`src/korean_japanese_text_classifier_unit_macros.svh`:
```
// Assertion macros shared by the classifier RTL.
`ifndef KOREAN_JAPANESE_TEXT_CLASSIFIER_UNIT_MACROS_SVH
`define KOREAN_JAPANESE_TEXT_CLASSIFIER_UNIT_MACROS_SVH

// Same-cycle implication, checked outside reset.
`define KJTC_ASSERT_IMP(label, clk, rst, ante, cons) \
  label: assert property (@(posedge clk) disable iff (rst) (ante) |-> (cons)) \
    else $error("kjtc: same-cycle check failed");

// Next-cycle implication, checked outside reset.
`define KJTC_ASSERT_NXT(label, clk, rst, ante, cons) \
  label: assert property (@(posedge clk) disable iff (rst) (ante) |=> (cons)) \
    else $error("kjtc: next-cycle check failed");

`endif

```
`src/kjtc_pkg.sv`:
```
// Shared types, constants and byte classification functions for the classifier.
`timescale 1ns / 1ps

package kjtc_pkg;

  localparam int COUNT_WIDTH  = 16;
  localparam int BYTE_W       = 8;
  localparam int RES_W        = 16;
  localparam int QUEUE_DEPTH  = 4;
  localparam int CFG_IDX_W    = 2;
  localparam int CFG_DATA_W   = 8;
  localparam int M_TDATA_W    = 40;

  // Register indexes of the configuration port.
  localparam logic [CFG_IDX_W-1:0] REG_LEVEL    = 2'd0;
  localparam logic [CFG_IDX_W-1:0] REG_NO_ROMAN = 2'd1;
  localparam logic [CFG_IDX_W-1:0] REG_NO_ROUND = 2'd2;

  // Decision rule codes carried in the level register.
  localparam logic [7:0] LEVEL_NO_JAPANESE = 8'd0;
  localparam logic [7:0] LEVEL_MAJORITY    = 8'd5;
  localparam logic [7:0] LEVEL_TWICE       = 8'd10;
  localparam logic [7:0] LEVEL_THRICE      = 8'd15;
  localparam logic [7:0] LEVEL_ANY_KOREAN  = 8'd20;
  localparam logic [7:0] LEVEL_RESET       = LEVEL_TWICE;

  // Remap constants.
  localparam logic [15:0] SJIS_LO_0  = 16'h889F;
  localparam logic [15:0] SJIS_HI_0  = 16'h9872;
  localparam logic [15:0] SJIS_LO_1  = 16'h989F;
  localparam logic [15:0] SJIS_HI_1  = 16'h9FFC;
  localparam logic [15:0] SJIS_LO_2  = 16'hE040;
  localparam logic [15:0] SJIS_HI_2  = 16'hEAA4;
  localparam logic [15:0] SJIS_LO_3  = 16'hED40;
  localparam logic [15:0] SJIS_HI_3  = 16'hEEEC;
  localparam logic [15:0] ROW_STRIDE = 16'd189;
  localparam logic [15:0] MAP_LIMIT  = 16'd19450;
  localparam logic [15:0] GAP_KANJI2 = 16'd12096;
  localparam logic [7:0]  KSC_BASE   = 8'hA0;
  localparam logic [13:0] RECIP_5    = 14'd13108;

  typedef struct packed {
    logic [7:0] level;
    logic       no_roman;
    logic       no_round;
  } cfg_t;

  // One queue entry: an optional byte pair and an end-of-string mark.
  typedef struct packed {
    logic       fin;
    logic       pair;
    logic [7:0] hi;
    logic [7:0] lo;
  } qent_t;

  function automatic logic sjis_lead(input logic [7:0] c);
    return (c >= 8'h81 && c <= 8'h9F) || (c >= 8'hE0 && c <= 8'hFC);
  endfunction

  function automatic logic in_sjis_ranges(input logic [15:0] w);
    return (w >= SJIS_LO_0 && w <= SJIS_HI_0) || (w >= SJIS_LO_1 && w <= SJIS_HI_1) ||
           (w >= SJIS_LO_2 && w <= SJIS_HI_2) || (w >= SJIS_LO_3 && w <= SJIS_HI_3);
  endfunction

  // Hangul, symbol and full-width rows, plus the optional Roman and circled rows.
  function automatic logic korean_pair(input logic [7:0] hi, input logic [7:0] lo,
                                       input cfg_t cfg);
    logic row_ok;
    logic roman;
    logic round;
    row_ok = (lo >= 8'hA1 && lo <= 8'hFE);
    roman  = !cfg.no_roman && hi == 8'hA5 &&
             ((lo >= 8'hA1 && lo <= 8'hAA) || (lo >= 8'hB0 && lo <= 8'hB9));
    round  = !cfg.no_round && hi == 8'hA8 && lo >= 8'hE7 && lo <= 8'hF5;
    return ((hi >= 8'hB0 && hi <= 8'hC8) && row_ok) ||
           ((hi == 8'hA1 || hi == 8'hA3) && row_ok) || roman || round;
  endfunction

endpackage

```
`src/kjtc_front.sv`:
```
// Front end: accepts text bytes, pairs high bytes with their partner and queues work.
`timescale 1ns / 1ps

module kjtc_front (
  input  logic              clk,
  input  logic              rst,
  input  kjtc_pkg::cfg_t    cfg,
  input  logic              in_valid,
  input  logic [7:0]        in_byte,
  input  logic              q_full,
  output logic              in_ready,
  output logic              q_push,
  output kjtc_pkg::qent_t   q_ent,
  output logic              pend_valid
);

  logic       pend_valid_next;
  logic [7:0] pend_byte;
  logic       accept;
  logic       fin;
  logic       consumed;

  assign in_ready = !q_full;
  assign accept   = in_valid && in_ready;
  assign fin      = (in_byte == 8'h00);

  // A partner byte is used up by a lead byte, or by a pair that is Korean.
  // Lead bytes are the only ones that can be remapped, so the direct check suffices.
  assign consumed = kjtc_pkg::sjis_lead(pend_byte) ||
                    kjtc_pkg::korean_pair(pend_byte, in_byte, cfg);

  assign q_push    = accept && (pend_valid || fin);
  assign q_ent.fin  = fin;
  assign q_ent.pair = pend_valid;
  assign q_ent.hi   = pend_byte;
  assign q_ent.lo   = in_byte;

  // A high byte that was not consumed waits for its partner.
  always_comb begin
    pend_valid_next = pend_valid;
    if (accept) begin
      pend_valid_next = !fin && in_byte[7] && !(pend_valid && consumed);
    end
  end

  always_ff @(posedge clk) begin
    if (rst) begin
      pend_valid <= 1'b0;
    end else begin
      pend_valid <= pend_valid_next;
    end
  end

  always_ff @(posedge clk) begin
    if (accept) begin
      pend_byte <= in_byte;
    end
  end

endmodule

```
`src/kjtc_queue.sv`:
```
// Short queue between the front end and the classification pipeline.
`timescale 1ns / 1ps

module kjtc_queue (
  input  logic              clk,
  input  logic              rst,
  input  logic              push,
  input  kjtc_pkg::qent_t   push_ent,
  input  logic              pop,
  output logic              full,
  output logic              empty,
  output kjtc_pkg::qent_t   head
);

  localparam int PTR_W = $clog2(kjtc_pkg::QUEUE_DEPTH);
  localparam int CNT_W = $clog2(kjtc_pkg::QUEUE_DEPTH + 1);

  kjtc_pkg::qent_t slots [kjtc_pkg::QUEUE_DEPTH];
  logic [PTR_W-1:0] wr_ptr;
  logic [PTR_W-1:0] rd_ptr;
  logic [CNT_W-1:0] count;
  logic             do_pop;

  assign full   = (count == CNT_W'(kjtc_pkg::QUEUE_DEPTH));
  assign empty  = (count == '0);
  assign do_pop = pop && !empty;
  assign head   = slots[rd_ptr];

  // Pointers and fill count.
  always_ff @(posedge clk) begin
    if (rst) begin
      wr_ptr <= '0;
      rd_ptr <= '0;
      count  <= '0;
    end else begin
      if (push) begin
        wr_ptr <= wr_ptr + PTR_W'(1);
      end
      if (do_pop) begin
        rd_ptr <= rd_ptr + PTR_W'(1);
      end
      if (push && !do_pop) begin
        count <= count + CNT_W'(1);
      end else if (do_pop && !push) begin
        count <= count - CNT_W'(1);
      end
    end
  end

  // Entry storage.
  always_ff @(posedge clk) begin
    if (push) begin
      slots[wr_ptr] <= push_ent;
    end
  end

endmodule

```
`src/kjtc_remap.sv`:
```
// Back-end pipeline: Shift-JIS to KS C 5601 remap and Korean pair classification.
`timescale 1ns / 1ps

module kjtc_remap (
  input  logic              clk,
  input  logic              rst,
  input  logic              en,
  input  kjtc_pkg::cfg_t    cfg,
  input  logic              in_valid,
  input  kjtc_pkg::qent_t   in_ent,
  output logic              out_valid,
  output kjtc_pkg::qent_t   out_ent,
  output logic              out_kor
);

  // Stage valid bits.
  logic s1_valid, s2_valid, s3_valid, s4_valid;

  // Stage payloads.
  kjtc_pkg::qent_t s1_ent, s2_ent, s3_ent, s4_ent;
  logic            s1_map, s2_map, s3_map;
  logic [15:0]     s1_t, s2_t, s3_t;
  logic [8:0]      s3_q;

  // Stage 1: linear index of the pair.
  logic [15:0] hi_off;
  logic [15:0] t_lin;
  logic        map_lin;

  assign hi_off  = {8'h00, in_ent.hi} - 16'h0088;
  assign t_lin   = 16'(hi_off * kjtc_pkg::ROW_STRIDE) + ({8'h00, in_ent.lo} - 16'h0040);
  assign map_lin = kjtc_pkg::in_sjis_ranges({in_ent.hi, in_ent.lo}) &&
                   (t_lin <= kjtc_pkg::MAP_LIMIT);

  // Stage 2: close the gaps between the code blocks.
  logic [15:0] t_a, t_b, t_c, t_d;

  always_comb begin
    t_a = (s1_t > 16'd18622) ? s1_t - 16'd466 : s1_t;
    t_b = (t_a > 16'd4535) ? t_a - kjtc_pkg::GAP_KANJI2 : t_a;
    t_c = (t_b > 16'd3074) ? t_b - 16'd44 : t_b;
    t_d = t_c - 16'd95;
  end

  // Stage 3: row number, t / 160 as (t >> 5) / 5 by reciprocal.
  logic [24:0] q_prod;

  assign q_prod = 25'(s2_t[15:5] * kjtc_pkg::RECIP_5);

  // Stage 4: column, row and byte pair, then the three fixed substitutions.
  logic [15:0]     q_times;
  logic [15:0]     col;
  logic [7:0]      a_b, b_b;
  logic [7:0]      a_s, b_s;
  kjtc_pkg::qent_t s4_in;

  always_comb begin
    q_times = {s3_q, 7'b0} + {2'b00, s3_q, 5'b0};
    col     = s3_t - q_times;
    a_b     = s3_q[7:0] + kjtc_pkg::KSC_BASE;
    b_b     = col[7:0] + kjtc_pkg::KSC_BASE;
    a_s     = a_b;
    b_s     = b_b;
    if (a_b == 8'hA8 && b_b >= kjtc_pkg::KSC_BASE) begin
      unique case (b_b)
        8'hA1: begin
          a_s = 8'hBE;
          b_s = 8'hC6;
        end
        8'hA2: begin
          a_s = 8'hB7;
          b_s = 8'hB8;
        end
        8'hA3: begin
          a_s = 8'hB8;
          b_s = 8'hD5;
        end
        default: begin
          a_s = a_b;
          b_s = b_b;
        end
      endcase
    end
    // Mapped pairs carry the new bytes into stage 4.
    s4_in = s3_ent;
    if (s3_map) begin
      s4_in.hi = a_s;
      s4_in.lo = b_s;
    end
  end

  // Valid bits advance with the shared enable.
  always_ff @(posedge clk) begin
    if (rst) begin
      s1_valid  <= 1'b0;
      s2_valid  <= 1'b0;
      s3_valid  <= 1'b0;
      s4_valid  <= 1'b0;
      out_valid <= 1'b0;
    end else if (en) begin
      s1_valid  <= in_valid;
      s2_valid  <= s1_valid;
      s3_valid  <= s2_valid;
      s4_valid  <= s3_valid;
      out_valid <= s4_valid;
    end
  end

  // Payload registers.
  always_ff @(posedge clk) begin
    if (en) begin
      s1_ent <= in_ent;
      s1_map <= map_lin;
      s1_t   <= t_lin;

      s2_ent <= s1_ent;
      s2_map <= s1_map;
      s2_t   <= t_d;

      s3_ent <= s2_ent;
      s3_map <= s2_map;
      s3_t   <= s2_t;
      s3_q   <= q_prod[24:16];

      s4_ent <= s4_in;

      out_ent <= s4_ent;
      out_kor <= kjtc_pkg::korean_pair(s4_ent.hi, s4_ent.lo, cfg);
    end
  end

endmodule

```
`src/kjtc_tally.sv`:
```
// Back-end tail: saturating counters, level verdict and the result register.
`timescale 1ns / 1ps

module kjtc_tally #(
  parameter int COUNT_WIDTH = kjtc_pkg::COUNT_WIDTH
) (
  input  logic                           clk,
  input  logic                           rst,
  input  logic                           en,
  input  kjtc_pkg::cfg_t                 cfg,
  input  logic                           in_valid,
  input  kjtc_pkg::qent_t                in_ent,
  input  logic                           in_kor,
  output logic                           res_valid,
  output logic [kjtc_pkg::M_TDATA_W-1:0] res_data
);

  localparam logic [COUNT_WIDTH-1:0] CNT_MAX = {COUNT_WIDTH{1'b1}};
  localparam int PAD_W = kjtc_pkg::M_TDATA_W - 1 - 2 * kjtc_pkg::RES_W;

  logic [COUNT_WIDTH-1:0] k_tally, j_tally;
  logic [COUNT_WIDTH-1:0] k_next, j_next;
  logic                   fin_valid;
  logic [COUNT_WIDTH-1:0] fin_k, fin_j;
  logic [COUNT_WIDTH+1:0] k_ext, j_ext, j_x2, j_x3;
  logic                   verdict;

  // Saturating bump of the matching counter.
  always_comb begin
    k_next = k_tally;
    j_next = j_tally;
    if (in_valid && in_ent.pair) begin
      if (in_kor) begin
        if (k_tally != CNT_MAX) begin
          k_next = k_tally + COUNT_WIDTH'(1);
        end
      end else if (j_tally != CNT_MAX) begin
        j_next = j_tally + COUNT_WIDTH'(1);
      end
    end
  end

  // Counters, and the final counts latched at the end of a string.
  always_ff @(posedge clk) begin
    if (rst) begin
      k_tally   <= '0;
      j_tally   <= '0;
      fin_valid <= 1'b0;
    end else if (en) begin
      fin_valid <= in_valid && in_ent.fin;
      if (in_valid && in_ent.fin) begin
        k_tally <= '0;
        j_tally <= '0;
      end else begin
        k_tally <= k_next;
        j_tally <= j_next;
      end
    end
  end

  always_ff @(posedge clk) begin
    if (en) begin
      fin_k <= k_next;
      fin_j <= j_next;
    end
  end

  // Level rule on the final counts.
  always_comb begin
    k_ext = (COUNT_WIDTH + 2)'(fin_k);
    j_ext = (COUNT_WIDTH + 2)'(fin_j);
    j_x2  = {j_ext[COUNT_WIDTH:0], 1'b0};
    j_x3  = j_x2 + j_ext;
    unique case (cfg.level)
      kjtc_pkg::LEVEL_NO_JAPANESE: verdict = (fin_j == '0);
      kjtc_pkg::LEVEL_MAJORITY:    verdict = (k_ext > j_ext);
      kjtc_pkg::LEVEL_THRICE:      verdict = (k_ext > j_x3);
      kjtc_pkg::LEVEL_ANY_KOREAN:  verdict = (fin_k != '0);
      default:                     verdict = (k_ext > j_x2);
    endcase
  end

  // Result register.
  always_ff @(posedge clk) begin
    if (rst) begin
      res_valid <= 1'b0;
    end else if (en) begin
      res_valid <= fin_valid;
    end
  end

  always_ff @(posedge clk) begin
    if (en) begin
      res_data <= {{PAD_W{1'b0}}, kjtc_pkg::RES_W'(fin_j), kjtc_pkg::RES_W'(fin_k), verdict};
    end
  end

endmodule

```
`src/korean_japanese_text_classifier_unit.sv`:
```
// Top level of the Korean / Japanese text classifier.
`timescale 1ns / 1ps

// The block takes one string byte per beat on the slave side and, for each zero
// byte that ends a string, gives one result beat on the master side. It accepts
// a byte every cycle: the front end pairs high bytes and decides in the same
// cycle whether the partner is used up, and a four-entry queue feeds a seven-stage
// back end (remap index, gap removal, row by reciprocal, byte pair, class check,
// counting, verdict). The back end holds only while the result register waits on
// m_tready; once the queue fills, s_tready drops until it drains. Configuration
// writes take effect at once and belong in idle time between strings.

`include "korean_japanese_text_classifier_unit_macros.svh"

module korean_japanese_text_classifier_unit #(
  parameter int COUNT_WIDTH = kjtc_pkg::COUNT_WIDTH
) (
  input  logic                              clk,
  input  logic                              rst,
  // Configuration write port.
  input  logic                              cfg_we,
  input  logic [kjtc_pkg::CFG_IDX_W-1:0]    cfg_addr,
  input  logic [kjtc_pkg::CFG_DATA_W-1:0]   cfg_wdata,
  // Input stream.
  input  logic                              s_tvalid,
  output logic                              s_tready,
  input  logic [kjtc_pkg::BYTE_W-1:0]       s_tdata,   // [7:0] text_byte
  // Result stream.
  output logic                              m_tvalid,
  input  logic                              m_tready,
  output logic [kjtc_pkg::M_TDATA_W-1:0]    m_tdata    // [0] is_korean,
                                                       // [16:1] korean_count,
                                                       // [32:17] japanese_count,
                                                       // [39:33] zero
);

  kjtc_pkg::cfg_t  cfg;
  logic            q_push;
  logic            q_full;
  logic            q_empty;
  logic            q_pop;
  kjtc_pkg::qent_t q_in;
  kjtc_pkg::qent_t q_head;
  logic            pend_valid;
  logic            en;
  logic            rm_valid;
  kjtc_pkg::qent_t rm_ent;
  logic            rm_kor;

  // Configuration registers.
  always_ff @(posedge clk) begin
    if (rst) begin
      cfg.level    <= kjtc_pkg::LEVEL_RESET;
      cfg.no_roman <= 1'b0;
      cfg.no_round <= 1'b0;
    end else if (cfg_we) begin
      unique case (cfg_addr)
        kjtc_pkg::REG_LEVEL:    cfg.level    <= cfg_wdata;
        kjtc_pkg::REG_NO_ROMAN: cfg.no_roman <= cfg_wdata[0];
        kjtc_pkg::REG_NO_ROUND: cfg.no_round <= cfg_wdata[0];
        default: ;
      endcase
    end
  end

  // The whole back end advances unless a result waits to be taken.
  assign en    = !m_tvalid || m_tready;
  assign q_pop = en;

  kjtc_front u_front (
    .clk        (clk),
    .rst        (rst),
    .cfg        (cfg),
    .in_valid   (s_tvalid),
    .in_byte    (s_tdata),
    .q_full     (q_full),
    .in_ready   (s_tready),
    .q_push     (q_push),
    .q_ent      (q_in),
    .pend_valid (pend_valid)
  );

  kjtc_queue u_queue (
    .clk      (clk),
    .rst      (rst),
    .push     (q_push),
    .push_ent (q_in),
    .pop      (q_pop),
    .full     (q_full),
    .empty    (q_empty),
    .head     (q_head)
  );

  kjtc_remap u_remap (
    .clk       (clk),
    .rst       (rst),
    .en        (en),
    .cfg       (cfg),
    .in_valid  (!q_empty),
    .in_ent    (q_head),
    .out_valid (rm_valid),
    .out_ent   (rm_ent),
    .out_kor   (rm_kor)
  );

  kjtc_tally #(
    .COUNT_WIDTH (COUNT_WIDTH)
  ) u_tally (
    .clk       (clk),
    .rst       (rst),
    .en        (en),
    .cfg       (cfg),
    .in_valid  (rm_valid),
    .in_ent    (rm_ent),
    .in_kor    (rm_kor),
    .res_valid (m_tvalid),
    .res_data  (m_tdata)
  );

  // A pushed entry always finds room in the queue.
  `KJTC_ASSERT_IMP(a_no_overflow, clk, rst, q_push, !q_full)
  // The end of a string leaves no high byte waiting.
  `KJTC_ASSERT_NXT(a_fin_clears, clk, rst, s_tvalid && s_tready && s_tdata == 8'h00, !pend_valid)
  // The padding bits of a result are always zero.
  `KJTC_ASSERT_IMP(a_pad_zero, clk, rst, m_tvalid, m_tdata[39:33] == 7'd0)

endmodule
```
`config.mk`:
```
export PLATFORM = sky130hd
export DESIGN_NAME = korean_japanese_text_classifier_unit
export DESIGN_NICKNAME = d
export VERILOG_FILES = /design/src/kjtc_pkg.sv /design/src/kjtc_front.sv /design/src/kjtc_queue.sv /design/src/kjtc_remap.sv /design/src/kjtc_tally.sv /design/src/korean_japanese_text_classifier_unit.sv
export VERILOG_INCLUDE_DIRS = /design/src /design/src/src
export SDC_FILE = /design/constraint.sdc
export NUM_CORES = 1
export LEC_CHECK = 0
export BUFFER_PORTS_ARGS = -buffer_cell sky130_fd_sc_hd__buf_2
export CAP_MARGIN = 5
export CORE_MARGIN = 2
export CORE_UTILIZATION = 25
export DETAILED_ROUTE_END_ITERATION = 8
export PLACE_DENSITY = 0.4
export SLEW_MARGIN = 20
export SYNTH_ARGS = -nofsm -noshare
export SYNTH_HDL_FRONTEND = slang
export SYNTH_SLANG_ARGS = --single-unit
```
`constraint.sdc`:
```
create_clock -name clk -period 11 [get_ports clk]
set_clock_uncertainty 0.05 [all_clocks]
set_input_delay 0.55 -clock clk [delete_from_list [all_inputs] [get_ports clk]]
set_output_delay 0.55 -clock clk [all_outputs]
set_load 0.1 [all_outputs]
```
# ---- Word-level counts from Yosys, hierarchy flattened
# Memory sizes are Yosys's and may differ from the RTL's. A register that Yosys moved wholly into a read port is not among the register bits.
# Index checks and enable logic that the tools add are counted.
dict set report totals {
  input_bits 23
  output_inout_bits 42
  mem_bits_rw 72
  regBits 256
  n_memories 1
  elab_cells 224
}
dict set report classes {
  n_mux 23
  order_cmp 38
  n_reduce_logical 76
  n_mul 2
  n_eq_ne 20
  addsub 18
}
# memory words width rd rd_clocked_by_memory_dff wr line_no
set mem_list {}
lappend mem_list {u_queue.slots 4 18 1 1 1 kjtc_queue.sv:18} ;# kjtc_pkg::qent_t slots [kjtc_pkg::QUEUE_DEPTH];
# op n
set op_table {}
lappend op_table {{$mux W16} 12}
lappend op_table {{$eq A8 B8 Y1 const B} 12}
lappend op_table {{$le A8 B8 Y1 const B} 12}
lappend op_table {{$ge A8 B8 Y1 const B} 11}
lappend op_table {{$ge A16 B16 Y1 const B} 4}
lappend op_table {{$le A16 B16 Y1 const B} 4}
lappend op_table {{$pmux W8 S3} 2}
lappend op_table {{$logic_and A1 B1 Y1} 40}
lappend op_table {{$add A16 B1 Y16 const B} 2}
lappend op_table {{$ne A16 B16 Y1 const B} 2}
lappend op_table {{$mul A11 B12 Y22 const B} 1}
lappend op_table {{$add A17 B16 Y18} 1}
lappend op_table {{$gt A16 B18 Y1} 1}
lappend op_table {{$gt A16 B17 Y1} 1}
lappend op_table {{$logic_or A1 B1 Y1} 17}
lappend op_table {{$add A16 B16 Y16} 1}
lappend op_table {{$add A8 B8 Y8 const B} 2}
lappend op_table {{$gt A16 B12 Y1 const B} 1}
lappend op_table {{$gt A16 B13 Y1 const B} 1}
lappend op_table {{$gt A16 B15 Y1 const B} 1}
lappend op_table {{$gt A16 B16 Y1} 1}
lappend op_table {{$le A16 B15 Y1 const B} 1}
lappend op_table {{$logic_not A16 Y1} 1}
lappend op_table {{$logic_not A8 Y1} 2}
lappend op_table {{other kinds (29)} 44}

# ---- Logic depth before layout (Yosys ltp)
# Gate-level depths: netlist (run 1).
dict set report logic_depth {
  ltp_word 10
  ltp_mapped 26
  depth_no_buf 25
}

# ---- Cells and area by module
# A second synthesis (run 1) with hierarchy kept.
dict set report unflattened {
  cells_unflattened 1904
  hier_area_um2 22091.2
}
# module seq_area_each_um2 area_each_um2 cells_per_inst instances
set by_module_without_submodules {}
lappend by_module_without_submodules {kjtc_remap 4364.2 11771.3 1078 1}
lappend by_module_without_submodules {kjtc_tally 2632.5 6160.9 582 1}
lappend by_module_without_submodules {kjtc_queue 2342.2 3081.7 138 1}
lappend by_module_without_submodules {kjtc_front 260.2 620.6 61 1}
lappend by_module_without_submodules {korean_japanese_text_classifier_unit 200.2 456.7 45 1}

# ---- Worst setup path after synthesis (run 1)
# Ideal clock, no wire load.
dict set report synth_timing {
  path_kind {flip-flop to flip-flop}
  from {register u_tally.res_valid}
  to {register u_tally.j_tally[9]}
  stages_incl_launch_ff 7
  period_less_slack_ps 7532
  arrival_ps 7355
  setup_ps 128
  path_slack_ps 3468
  cell_sequence {dfxtp_1 nor2b_1 clkinv_1 clkbuf_1 o21ai_0 a22oi_1 nor2_1}
}
dict set report synth_via {
  elab_chain_cells 2
}
# element line_no
set synth_rtl {}
lappend synth_rtl {{start, declared} kjtc_tally.sv:14} ;# output logic res_valid,
lappend synth_rtl {{start signal, assigned} kjtc_tally.sv:88} ;# res_valid <= fin_valid;
lappend synth_rtl {{$logic_not A1 Y1} korean_japanese_text_classifier_unit.sv:67} ;# assign en = !m_tvalid || m_tready;
lappend synth_rtl {{$logic_or A1 B1 Y1} korean_japanese_text_classifier_unit.sv:67}
lappend synth_rtl {{via en} korean_japanese_text_classifier_unit.sv:45} ;# logic en;
lappend synth_rtl {{end signal, assigned} kjtc_tally.sv:56} ;# j_tally <= j_next;
lappend synth_rtl {{end, declared} kjtc_tally.sv:21} ;# logic [COUNT_WIDTH-1:0] k_tally, j_tally;
# The timed path passes the listed nets, and every way through them passes these cells.
# A chain may end at the register's enable or synchronous reset.

==> implementation parameters, run 1 <==
Parameter                              Value

STA
  Final hold viol count ... 0
  Worst slew margin ... 24.02%
  Number of failing setup endpoints in the final timing report ... 0
  RSZ-0062 raised after global routing ... false
  Final worst-path cycle share ... approximately three fifths
  Pin slew with the least headroom to its limit ... 1.129 ns
  Final total negative setup slack ... 0 ns
  Final Worst Setup Slack ... 4.416 ns
  Achievable Freq ... 0.1519 GHz
  Total count of max-transition violations in the final report ... 0
  Tmin final ... approximately 6.6 ns

Synth
  Post-Syn Instances ... between 1500 and 2000
  Share of flip-flops with an asynchronous set or reset ... 0%
  Top cell type by total area after synthesis ... sky130_fd_sc_hd__edfxtp_1
  Share of synthesized area occupied by flip-flops and latches ... approximately 44%
  Syn Std Cell Area ... between 20000 and 25000 um2
  Number of warnings reported in the yosys synthesis log ... 0
  Most common flop cell mapped by yosys ... sky130_fd_sc_hd__edfxtp_1
  Number of flops mapped to enable cells by yosys ... around 270
  Share of the synthesized area in the top cell type ... about two fifths
  Dominant cells by area after synthesis ... sky130_fd_sc_hd__edfxtp_1 (38%), sky130_fd_sc_hd__ha_1 (13%), sky130_fd_sc_hd__fa_1 (7.0%)
  Distinct cell type count of the synthesized netlist ... ~100
  Count of state elements after synthesis ... 330
  Synthesized area per cell ... approximately 11 um2
  Top cell types by occurrence after synthesis ... sky130_fd_sc_hd__edfxtp_1 (271), sky130_fd_sc_hd__ha_1 (215), sky130_fd_sc_hd__inv_1 (211)
  Most repeated cell in the gate-level netlist after synthesis ... sky130_fd_sc_hd__edfxtp_1

Layout
  Syn-to-layout area delta ... 13.61%
  Fraction of layout cells with a size suffix above 1 ... between 10 and 15%
  Ant. Diodes ... 0
  NumNets Final ... around 2300

Placement
  Detailed placer's ending HPWL ... between 30000 and 40000 um
  Placer's final routability congestion estimate ... around 0.82
  Worst setup timing slack at the placement stage ... ~4.3 ns
  Port Buffers ... 57

Critical path
  Critical Path Sink Type ... flip-flop
  Crit path required time ... around 11 ns
  Crit path launch type ... flip-flop
  Worst EP arrival ... a little under 7 ns
  Worst Path Class, Setup ... flip-flop to flip-flop
  Critical Path Fanout Max ... 18

Global routing
  Total gr overflow ... 0
  Largest net degree at the start of global routing ... about 130
  Antenna violations before repair ... 1
  Vias in the first global route ... roughly 14000
  All-layer global routing usage ... between 10% and 20%
  Global-route wire length before repair ... 79890 um

Floorplan
  Die Ht ... ~290 um
  Number of I/O pins ... between 60 and 70
  Die Width ... 294.8 um
  Initial core utilization ... about a quarter
  Row count ... about 110
  Area of the core ... 83690 um2
  Floorplan die area ... ~87000 um2

Clock network
  CTS tree ... built
  Clock slew seen by the registers of the worst setup and hold paths ... 0.06 ns
  Clock network latency to the later pin of the worst-skew pair ... 0.57 ns
  Hold buffer count at CTS ... 0
  CTS Sinks ... 330
  Root buffer cell ... sky130_fd_sc_hd__clkbuf_16
  Max Buffers Root-to-Sink ... 3
  TritonCTS Buffers ... 42
  CTS H-tree depth ... 2
  Post-cts resize count ... 0
  # Post-CTS Setup Buffers ... 0

Detailed routing
  Detailed-routing iteration count for the pre-antenna-repair pass ... 6
  Via density per instance ... ~4.5
  Post-detailed-route wirelength per cell ... ~16 um
  Detailed-route DRC error count ... 0
  Violation count after the first detailed-routing iteration ... 715
  Via count ... roughly 14000
  Routed wire length ... 50040 um
  Detail Route Antenna Nets ... 0

Flow run
  Max-cap violations ... 0

Min path
  Min-Delay Path Class ... input pin to flip-flop

Status
  Run status ... finished clean
## through the flow
stage | std cells | hold slack (ns) | util, % | instance area, um2
finish | 3104 | 0.1389 | 28.70 | 24020
CTS | 3103 | 0.09258 | 28.68 | 24000
detailed placement | 3028 | 0.3545 | 27.08 | 22670
global placement | 3028 | 0.3513 | 27.08 | 22670
global route | 3104 | 0.1097 | 28.70 | 24020
floorplan | 1879 | 0.3503 | - | 21160
## flip-flops by register name (all words and copies together) (netlist names), 3 cells and up, named ones only
name,cells
u_remap.s1_ent,18
u_remap.s1_t,16
u_queue.slots,72
u_remap.s3_ent,18
u_tally.res_data,33
u_queue.count,3
u_tally.k_tally,16
u_tally.fin_j,16
u_front.pend_byte,8
u_tally.j_tally,16
cfg,10
u_remap.s2_t,16
u_remap.s3_q,8
u_remap.s3_t,8
u_remap.s4_ent,18
u_tally.fin_k,16
u_remap.s2_ent,18
## path summary, 6_finish.rpt
kind / slack [ns] / cells past startpoint / start / end
worst min-delay path: 0.14 / 2 / cfg_wdata[1] / cfg[3]
worst max-delay path: 4.42 / 26 / flip-flop / u_remap.s1_map
worst min register to register: 0.37 / 0 / u_remap.s1_ent[0] / u_remap.s2_ent[0]
worst max register to register: 4.42 / 26 / flip-flop / u_remap.s1_map
## cells in the final DEF (no fill, tap or decap), types with 57 or more instances in the layout
master	synthesis	routed
sky130_fd_sc_hd__o21ai_0	62	62
sky130_fd_sc_hd__nand2_1	88	88
sky130_fd_sc_hd__ha_1	215	215
sky130_fd_sc_hd__edfxtp_1	271	271
sky130_fd_sc_hd__xnor2_1	90	90
sky130_fd_sc_hd__inv_1	211	211
sky130_fd_sc_hd__a21oi_1	94	93
sky130_fd_sc_hd__buf_2	2	57
sky130_fd_sc_hd__nor2_1	139	139
sky130_fd_sc_hd__fa_1	74	74
sky130_fd_sc_hd__dfxtp_1	59	59
## per-layer routing
| metal | track usage (%) | vias up | wire length, um |
|---|---|---|---|
| li1 | - | 6871 | - |
| met1 | 16.05 | 6795 | 24480 |
| met2 | 18.79 | 222 | 22700 |
| met3 | 1.742 | 74 | 1717 |
| met5 | 0 | - | 0 |
| met4 | 3.459 | 0 | 1145 |
## cells by family after synthesis
logic type | after synthesis | share of synthesized area [%]
compound gates | 348 | 11.28
mux | 40 | 3.060
other cells | 1 | 0.01774
fa+ha+maj | 289 | 19.73
flops | 330 | 44.08
simple gates | 479 | 11.65
xor+xnor | 124 | 5.137
buf+inv | 262 | 5.043
## cell type report
cell class / instances / area (um2)
clock buffer: 49 / 1097
clock inverter: 26 / 235.2
fill: 8655 / 59670
inverter: 213 / 807.0
multi-input combinational: 1287 / 10790
sequential: 330 / 9319
tap: 1134 / 1419
timing repair buffer: 65 / 352.8
## worst max-delay path, cell delays in order (launching register included)
cell and delay (ns):
sky130_fd_sc_hd__dfxtp_1 0.31, sky130_fd_sc_hd__buf_4 0.36, sky130_fd_sc_hd__mux4_2 0.67, sky130_fd_sc_hd__inv_1 0.24, sky130_fd_sc_hd__ha_1 0.24, sky130_fd_sc_hd__nand2_1 0.10, sky130_fd_sc_hd__xor2_1 0.59, sky130_fd_sc_hd__ha_1 0.25
sky130_fd_sc_hd__inv_1 0.05, sky130_fd_sc_hd__fa_1 0.50, sky130_fd_sc_hd__inv_1 0.05, sky130_fd_sc_hd__fa_1 0.47, sky130_fd_sc_hd__inv_1 0.05, sky130_fd_sc_hd__fa_1 0.52, sky130_fd_sc_hd__inv_1 0.04, sky130_fd_sc_hd__ha_1 0.33
sky130_fd_sc_hd__inv_1 0.06, sky130_fd_sc_hd__o21bai_1 0.07, sky130_fd_sc_hd__a21oi_1 0.23, sky130_fd_sc_hd__o21bai_1 0.09, sky130_fd_sc_hd__a21oi_1 0.23, sky130_fd_sc_hd__o21bai_1 0.09, sky130_fd_sc_hd__a21oi_1 0.24, sky130_fd_sc_hd__o21bai_1 0.09
sky130_fd_sc_hd__a21oi_1 0.17, sky130_fd_sc_hd__xnor2_1 0.15, sky130_fd_sc_hd__a211oi_1 0.07
Power of run 1 is left out: the tool's default activity adds up to more than one toggle a clock period on the data nets, which glitch-free logic cannot reach.
==> run 2, diff against run 1 <==
ABC_AREA = 1   (was default)
PLACE_DENSITY = 0.41   (was 0.4)
clock period = 5.3 ns   (was 11 ns; I/O delays follow)
==> implementation parameters, run 2 <==
Parameter                              Value

Synth
  Most common flop cell mapped by yosys ... sky130_fd_sc_hd__edfxtp_1 (unchanged)
  Top cell types by occurrence after synthesis ... sky130_fd_sc_hd__nand2_1 (435), sky130_fd_sc_hd__inv_1 (359), sky130_fd_sc_hd__edfxtp_1 (271) (was sky130_fd_sc_hd__edfxtp_1 (271), sky130_fd_sc_hd__ha_1 (215), sky130_fd_sc_hd__inv_1 (211))
  Count of state elements after synthesis ... 330 (unchanged)
  Top cell type by total area after synthesis ... sky130_fd_sc_hd__edfxtp_1 (unchanged)
  Share of flip-flops with an asynchronous set or reset ... 0% (unchanged)
  Dominant cells by area after synthesis ... sky130_fd_sc_hd__edfxtp_1 (38%), sky130_fd_sc_hd__ha_1 (12%), sky130_fd_sc_hd__nand2_1 (7.6%) (was sky130_fd_sc_hd__edfxtp_1 (38%), sky130_fd_sc_hd__ha_1 (13%), sky130_fd_sc_hd__fa_1 (7.0%))
  Most repeated cell in the gate-level netlist after synthesis ... sky130_fd_sc_hd__nand2_1 (was sky130_fd_sc_hd__edfxtp_1)
  Number of warnings reported in the yosys synthesis log ... 0 (unchanged)
  Number of flops mapped to enable cells by yosys ... 271 (unchanged)
  Synthesized area per cell ... 9.443 um2 (was 11.29 um2)
  Share of synthesized area occupied by flip-flops and latches ... 43.25% (was 44.08%)
  Distinct cell type count of the synthesized netlist ... 59 (was 103)
  Post-Syn Instances ... 2282 (was 1873)
  Share of the synthesized area in the top cell type ... 37.77% (was 38.49%)
  Syn Std Cell Area ... 21550 um2 (was 21140 um2)

Critical path
  Critical Path Fanout Max ... 4 (was 18)
  Largest stage delay on the critical path ... 0.51 ns (was 0.67 ns)
  Critical path's most frequent cell ... sky130_fd_sc_hd__inv_2 (was sky130_fd_sc_hd__inv_1)
  Worst EP arrival ... 5.65 ns (was 6.84 ns)
  Critical Path Sink Type ... flip-flop (unchanged)
  Crit path launch type ... flip-flop (unchanged)
  Worst Path Class, Setup ... flip-flop to flip-flop (unchanged)
  Crit path required time ... 5.55 ns (was 11.25 ns)
  Critical-path cell with the highest stage delay ... sky130_fd_sc_hd__fa_1 (was sky130_fd_sc_hd__mux4_2)

Global routing
  Total gr overflow ... 0 (unchanged)
  Vias in the first global route ... 16370 (was 14280)
  All-layer global routing usage ... 11.49% (was 11.64%)
  Antenna violations before repair ... 0 (was 1)
  Largest net degree at the start of global routing ... 197 (was 134)
  Global-route wire length before repair ... 83640 um (was 79890 um)

STA
  Number of failing setup endpoints in the final timing report ... 3 (was 0)
  Total count of max-transition violations in the final report ... 0 (unchanged)
  Final hold viol count ... 0 (unchanged)
  Worst slew margin ... 26.83% (was 24.02%)
  Achievable Freq ... 0.1853 GHz (was 0.1519 GHz)
  Final total negative setup slack ... -0.1777 ns (was 0 ns)
  Pin slew with the least headroom to its limit ... 1.098 ns (was 1.129 ns)
  Final Worst Setup Slack ... -0.09674 ns (was 4.416 ns)
  Post-Route Hold Slack ... 0.05858 ns (was 0.1389 ns)
  RSZ-0062 raised after global routing ... true (was false)
  Final worst-path cycle share ... 101.8% (was 59.86%)
  Tmin final ... 5.397 ns (was 6.584 ns)

Clock network
  Max Buffers Root-to-Sink ... 3 (unchanged)
  Clock slew seen by the registers of the worst setup and hold paths ... 0.06 ns (about the same)
  CTS tree ... built (unchanged)
  Root buffer cell ... sky130_fd_sc_hd__clkbuf_16 (unchanged)
  CTS Sinks ... 330 (unchanged)
  Clock network latency to the later pin of the worst-skew pair ... 0.58 ns (was 0.57 ns)
  TritonCTS Buffers ... 42 (unchanged)
  CTS H-tree depth ... 2 (unchanged)

Floorplan
  Die Ht ... 297.6 um (was 294.8 um)
  Initial core utilization ... 25.27% (was 25.26%)
  Number of I/O pins ... 65 (unchanged)
  Floorplan die area ... 88560 um2 (was 86900 um2)
  Area of the core ... 85280 um2 (was 83690 um2)
  Die Width ... 297.6 um (was 294.8 um)
  Row count ... 107 (was 106)

Layout
  NumNets Final ... 2816 (was 2251)
  Syn-to-layout area delta ... 21.90% (was 13.61%)
  Leading registers by flop count ... u_queue.slots x72, u_tally.res_data x33 (unchanged)
  Final std cells w/o fill ... 3682 (was 3104)
  Reg with most FFs ... u_queue.slots (unchanged)
  Max reg flops ... 72 (unchanged)
  Highest-count cells in the layout ignoring fill and taps ... sky130_fd_sc_hd__nand2_1 (430), sky130_fd_sc_hd__inv_1 (341), sky130_fd_sc_hd__edfxtp_1 (271) (was sky130_fd_sc_hd__edfxtp_1 (271), sky130_fd_sc_hd__ha_1 (215), sky130_fd_sc_hd__inv_1 (211))
  Leading cell type in the layout, fill and taps excluded ... sky130_fd_sc_hd__nand2_1 (was sky130_fd_sc_hd__edfxtp_1)
  Fraction of layout cells with a size suffix above 1 ... 15.73% (was 10.86%)
  Layout Cell Area excl Fill ... 26270 um2 (was 24020 um2)

Placement
  Detailed placer's ending HPWL ... 38280 um (was 36640 um)
  Port Buffers ... 57 (unchanged)
  Placer's final routability congestion estimate ... 0.8278 (was 0.8193)
  Instance area after placement ... 24170 um2 (was 22670 um2)
  Cell Count Post-Placement ... 3562 (was 3028)

Detailed routing
  Via density per instance ... 4.349 (was 4.498)
  Detail Route Antenna Nets ... 0 (unchanged)
  Violation count after the first detailed-routing iteration ... 869 (was 715)
  Detailed-routing iteration count for the pre-antenna-repair pass ... 6 (unchanged)
  Via count ... 16010 (was 13960)
  Routed wire length ... 50810 um (was 50040 um)
  Post-detailed-route wirelength per cell ... 13.80 um (was 16.12 um)
  Detailed-route DRC error count ... 0 (unchanged)

Min path
  Min-Delay Path Class ... input pin to flip-flop (unchanged)

Flow run
  Max-cap violations ... 0 (unchanged)

Status
  Run status ... finished, violations left (was finished clean)
  Violated checks ... negative setup slack
[run 2: cell count changes after synthesis, sizes merged, moves of 15 or more]
cell    change
a21o       -21
or3        -17
nor2       +34
nand2     +389
mux4       -18
a22oi      -32
xnor2      -62
inv       +157
nand2b     -19
xor2       +38
nand3      +43
mux2i      -15
a21oi      +47
nor2b      -19
[run 2: stage by stage]
step / setup slack [ns] / util [%]
final: -0.09674 / 30.80
after global routing: -0.3938 / 30.80
after CTS: -0.1771 / 30.55
after detailed placement: -0.3431 / 28.34
after global placement: -0.3531 / 28.34
after floorplan: -0.1710 / -
[run 2: kinds of logic (layout without fill, tap and decap cells)]
family	Yosys count	in the layout	synth area share [%]
AOI/OAI and AO/OA	295	295	8.065
xor gates and xnor gates	100	100	4.065
adders and majority gates	289	289	19.36
buffers and inverters	405	654	7.299
DFF	330	330	43.25
other	1	8	0.01740
and+or+nand+nor	862	862	17.95
[run 2: layout make-up]
type                            instances  area [um2]
Timing Repair Buffer                  206        1531
Antenna cell                            1       2.502
Multi-Input combinational cell       1553       11160
Clock inverter                         20       227.7
Inverter                              371        1409
Clock buffer                           57        1179
Fill cell                            8878       59010
Tap cell                             1144        1431
Sequential cell                       330        9326
[run 2: routing by layer]
metal	up-vias	wire length, um	GRT usage (%)
li1	8100	-	-
met1	7628	23760	14.94
met2	208	24490	19.90
met3	76	1529	1.585
met4	0	1025	3.066
met5	-	0	0
[run 2: critical path: cells and delay by family (launching register included)]
kind | cells | cell delay (ns)
DFF | 1 | 0.37
and+or+nand+nor | 6 | 0.38
AOI/OAI and AO/OA | 7 | 0.94
adders and majority gates | 6 | 2.38
xor gates and xnor gates | 2 | 0.31
buffers and inverters | 10 | 0.69
[run 2: worst paths after layout]
path / startpoint / to / slack (ns) / depth (start not counted)
worst min-delay path: cfg_addr[0] / cfg[3] / 0.06 / 3
worst min register to register: u_remap.s3_ent[17] / u_remap.s4_ent[17] / 0.36 / 0
worst max-delay path: flip-flop / u_remap.s1_map / -0.1 / 31
worst max register to register: flip-flop / u_remap.s1_map / -0.1 / 31
[run 2: timing repair]
item | 4_1_cts | 5_1_grt
setup endpoints to repair | 5 | 9
resized for setup | 27 | 41
buffers inserted | 12 | 6
pin swaps | 33 | 18
hold buffers | 24 | 0
endpoints found under the hold margin | 56 | 0
Power of run 2 is left out for the same reason.
